### src/rtl/core/dmd_pkg.sv
// ----------------------------------------------------------------------------
// dmd_pkg
// Shared types and constants of the binary64 multiply core.
// ----------------------------------------------------------------------------
package dmd_pkg;

    localparam int QDEPTH = 2;
    localparam logic [63:0] DEFAULT_NAN = 64'h7FF8000000000000;

    typedef enum logic [1:0] {
        CLS_PASS,
        CLS_MUL,
        CLS_READ
    } cls_t;

    typedef struct packed {
        cls_t        cls;
        logic [63:0] pass_val;
        logic        sign;
        logic [52:0] ma;
        logic [52:0] mb;
        logic [12:0] eab;
    } qent_t;

    function automatic logic [5:0] lzc52(input logic [51:0] m);
        logic [5:0] n;
        logic       found;
        n = 6'd52;
        found = 1'b0;
        for (int i = 51; i >= 0; i--) begin
            if (!found && m[i]) begin
                n = 6'(51 - i);
                found = 1'b1;
            end
        end
        return n;
    endfunction

endpackage

### src/rtl/core/dmd_queue.sv
// ----------------------------------------------------------------------------
// dmd_queue
// Two-entry queue between the front and back parts.
// ----------------------------------------------------------------------------
module dmd_queue import dmd_pkg::*; (
    input  logic  clk,
    input  logic  rst_n,
    input  logic  push,
    input  qent_t wdata,
    output logic  full,
    output logic  nonempty,
    input  logic  pop,
    output qent_t rdata
);

    qent_t      mem_reg [QDEPTH];
    logic       wp_reg, rp_reg;
    logic [1:0] cnt_reg;

    assign full     = (cnt_reg == 2'(QDEPTH));
    assign nonempty = (cnt_reg != 2'd0);
    assign rdata    = mem_reg[rp_reg];

    always_ff @(posedge clk)
    begin
        if (push)
            mem_reg[wp_reg] <= wdata;
    end

    always_ff @(posedge clk or negedge rst_n)
    begin
        if (!rst_n)
        begin
            wp_reg <= 1'b0;
            rp_reg <= 1'b0;
            cnt_reg <= 2'd0;
        end
        else
        begin
            if (push)
                wp_reg <= ~wp_reg;
            if (pop)
                rp_reg <= ~rp_reg;
            cnt_reg <= cnt_reg + 2'(push) - 2'(pop);
        end
    end

    a_no_over: assert property (@(posedge clk) disable iff (!rst_n)
        full |-> !push) else $error("queue overflow");
    a_no_under: assert property (@(posedge clk) disable iff (!rst_n)
        !nonempty |-> !pop) else $error("queue underflow");
    a_cnt: assert property (@(posedge clk) disable iff (!rst_n)
        (push && !pop) |=> cnt_reg == $past(cnt_reg) + 2'd1) else $error("count");

endmodule

### config.mk
export PLATFORM = sky130hd
export DESIGN_NAME = dmd_queue
export DESIGN_NICKNAME = d
export VERILOG_FILES = /design/src/rtl/core/dmd_pkg.sv /design/src/rtl/core/dmd_queue.sv
export SDC_FILE = /design/constraint.sdc
export NUM_CORES = 1
export LEC_CHECK = 0
export BUFFER_PORTS_ARGS = -buffer_cell sky130_fd_sc_hd__buf_2
export CORE_ASPECT_RATIO = 1.2
export CORE_MARGIN = 5
export CORE_UTILIZATION = 50
export DETAILED_ROUTE_END_ITERATION = 8
export PLACE_DENSITY = 0.76
export SLEW_MARGIN = 10
export SYNTH_ARGS = -nofsm -noshare
export SYNTH_HDL_FRONTEND = slang
export SYNTH_SLANG_ARGS = --single-unit
### constraint.sdc
create_clock -name clk -period 16.9 [get_ports clk]
set_clock_uncertainty 0.1 [all_clocks]
set_input_delay 3.38 -clock clk [delete_from_list [all_inputs] [get_ports clk]]
set_output_delay 3.38 -clock clk [all_outputs]
set_load 0.02 [all_outputs]
==> results.cfg <==
[status]
outcome = finished clean

[power_and_ir_drop]
cellPowerDensity_mw_per_mm2 = 179
p_leak_nw = 6.98
peakVddDrop_v = 0.000149

[synthesis]
yosysTopAreaCell = edfxtp_1
synth_mux_area_share_pct = 18.2
synth_edf_count = 372
ys_seq_area_share_pct = 79.6
synth_nets = 786
synthDistinctLibCells = 13
synth_fa_ha_area_share_pct = 0.177
synthTopCellsByArea = edfxtp_1, mux2_4, mux2_2
synth-compound-area-share_pct = 0
syn_inst = 594
yosys.area_share.simple_pct = 0.177
yosysTopAreaCellShare_pct = 78.9
syn_area_sq_mm = 0.0142
yosysWarnings = 0
synth_area_per_cell_sq_um = 23.8
synthFlopType = edfxtp_1
synth.most_common_cell = edfxtp_1
synth_top_family_by_area = multiplexers
synthTopCellsByCount = edfxtp_1, mux2_4, mux2_2
synth_xor_area_share_pct = 0.292
synth_seq_cells = 376
async_flop_share_pct = 1.06

[detailed_routing]
antenna_left = 0
routed_wl_um = 28400
first_pass_iters = 4
num_vias = 6945
wl_per_cell_um = 20.3
route.detailed.drc = 0
drtIter0Drc = 302
viasPerCell = 4.96

[setup_path]
crit_arrival_ns = 3.40
crit_path_frequent_cell = buf_4
cp_top_family = buffers and inverters
crit_path_max_fanout = 57
reg2reg_to = mem_reg[0][54]
crit_path_end_kind = output port
rr_worst_depth = 2
start_kind = flop
r2r_start = wp_reg
critPathKind = reg2out
slowest_delay_ns = 0.80
critPathRequiredTime_ns = 13.42
worst_path_max_delay_cell = buf_4
worstPathBufferInverterCount = 3
path_cells = buf_4 > buf_4 > mux2_2 > buf_2
rrSetupSlack_ns = 14.15

[sta]
finalHoldViolCount = 0
slew_viol_final = 0
fin_crit_ns = 6.88
maxSlewHeadroom_pct = 26.0
period_share_pct = 40.7
tns_ns = 0
fmax_ghz = 0.145
tightest_slew_ns = 1.11
grt_setup_unrepaired = no
fin_ws_ns = 10.02
setup_viol = 0

[clock_tree]
tritoncts = yes
clk-insertion-delay-late_ns = 0.50
clockBufferDepth = 3
clock-sinks = 376
cts_hold_buf = 0
cts_htree_levels = 2
cts_setup_buffers = 0
cts-root-buf = clkbuf_16
ctsResizeCount = 0
numCtsBuffers = 36
clk_pin_slew_ns = 0.07

[grt]
first_global_vias = 7279
grt_start_max_net_pins = 78
grt_pass1_wl_um = 41900
grt_usage_pct = 17.2
grt_overflow = 0
antenna_found_initial = 4

[worst_hold_path]
whs_path_depth = 1
hp-class = reg2reg
hold_path.startpoint = wp_reg
hold_path_end = wp_reg

[floorplan]
coreArea_sq_mm = 0.0279
chipWidth_um = 164
start_util_pct = 50.7
rows = 67
io_pins = 378
die_height_um = 194
die_area_sq_mm = 0.0318

[layout]
largest_reg_flops = 372
fillers = 1977
fin_nets = 1187
area_growth_syn_to_layout_pct = 24.1
drive_above_1_share_pct = 61.6

[flow_run]
cap_viol_max_count = 0

[placed_design]
port_buffers = 377
gp_congestion = 0.755
dp_slack_ns = 10.51
dp.final_hpwl_um = 19500
==> metrics by stage <==
step	power [mW]	cells	util (%)	hold slack (ns)	cell area, sq um
floorplan	2.13	594	-	0.355	14200
global placement	2.36	1336	58.7	0.428	16400
detailed placement	2.38	1336	58.7	0.433	16400
CTS	3.19	1399	62.9	0.446	17600
global route	3.28	1401	62.9	0.464	17600
finish	3.15	1401	62.9	0.451	17600
==> cells by family (layout without fill, tap and decap cells) <==
family / after synthesis / count (layout)
other cells: 0 / 2
simple gates: 4 / 4
mux: 186 / 186
flops: 376 / 376
xor+xnor: 3 / 3
buf+inv: 23 / 449
fa+ha+maj: 2 / 2
==> power by group <==
group / switching [mW] / total [mW] / internal (mW)
registers: 0.0604 / 1.30 / 1.24
clock network: 0.322 / 0.800 / 0.478
logic: 0.600 / 1.05 / 0.445
total: 0.983 / 3.15 / 2.16
==> cell usage in the layout, fill, tap and decap left out, drive strengths merged, types with 4 or more instances in the layout <==
cell type	n
edfxtp	372
clkbuf	42
clkinvlp	4
dfrtp	4
bufinv	5
buf	384
clkinv	12
mux2	186
==> per-layer routing <==
metal  wire (um)  up-vias  global-route usage (%)
met5          19        -                       0
met4        1040        4                    6.68
met3        2000       63                    4.28
met2       15300      269                    31.0
met1       10000     3436                    19.4
li1            -     3173                       -
==> how the worst max path moves through the flow <==
stage / startpoint / end / slack, ns / cells past startpoint
2_1_floorplan: push / mem_reg[0][0] / 4.64 / 1
3_3_place_gp: rp_reg / rdata[27] / 10.55 / 4
3_5_place_dp: rp_reg / rdata[27] / 10.51 / 4
4_1_cts: rp_reg / rdata[27] / 9.95 / 4
5_1_grt: rp_reg / rdata[27] / 9.83 / 4
6_report: rp_reg / rdata[27] / 10.02 / 4
==> layout make-up <==
cell class	count	area [sq um]	share of cell area (%)
sequential	376	11300	64.2
multi-input combinational	195	2680	15.3
timing repair buffer	384	1940	11.0
clock buffer	42	945	5.38
tap	379	474	2.70
clock inverter	21	243	1.38
inverter	2	7.51	0.0427
antenna	2	5.00	0.0285
(Power assumes the default switching activity.)
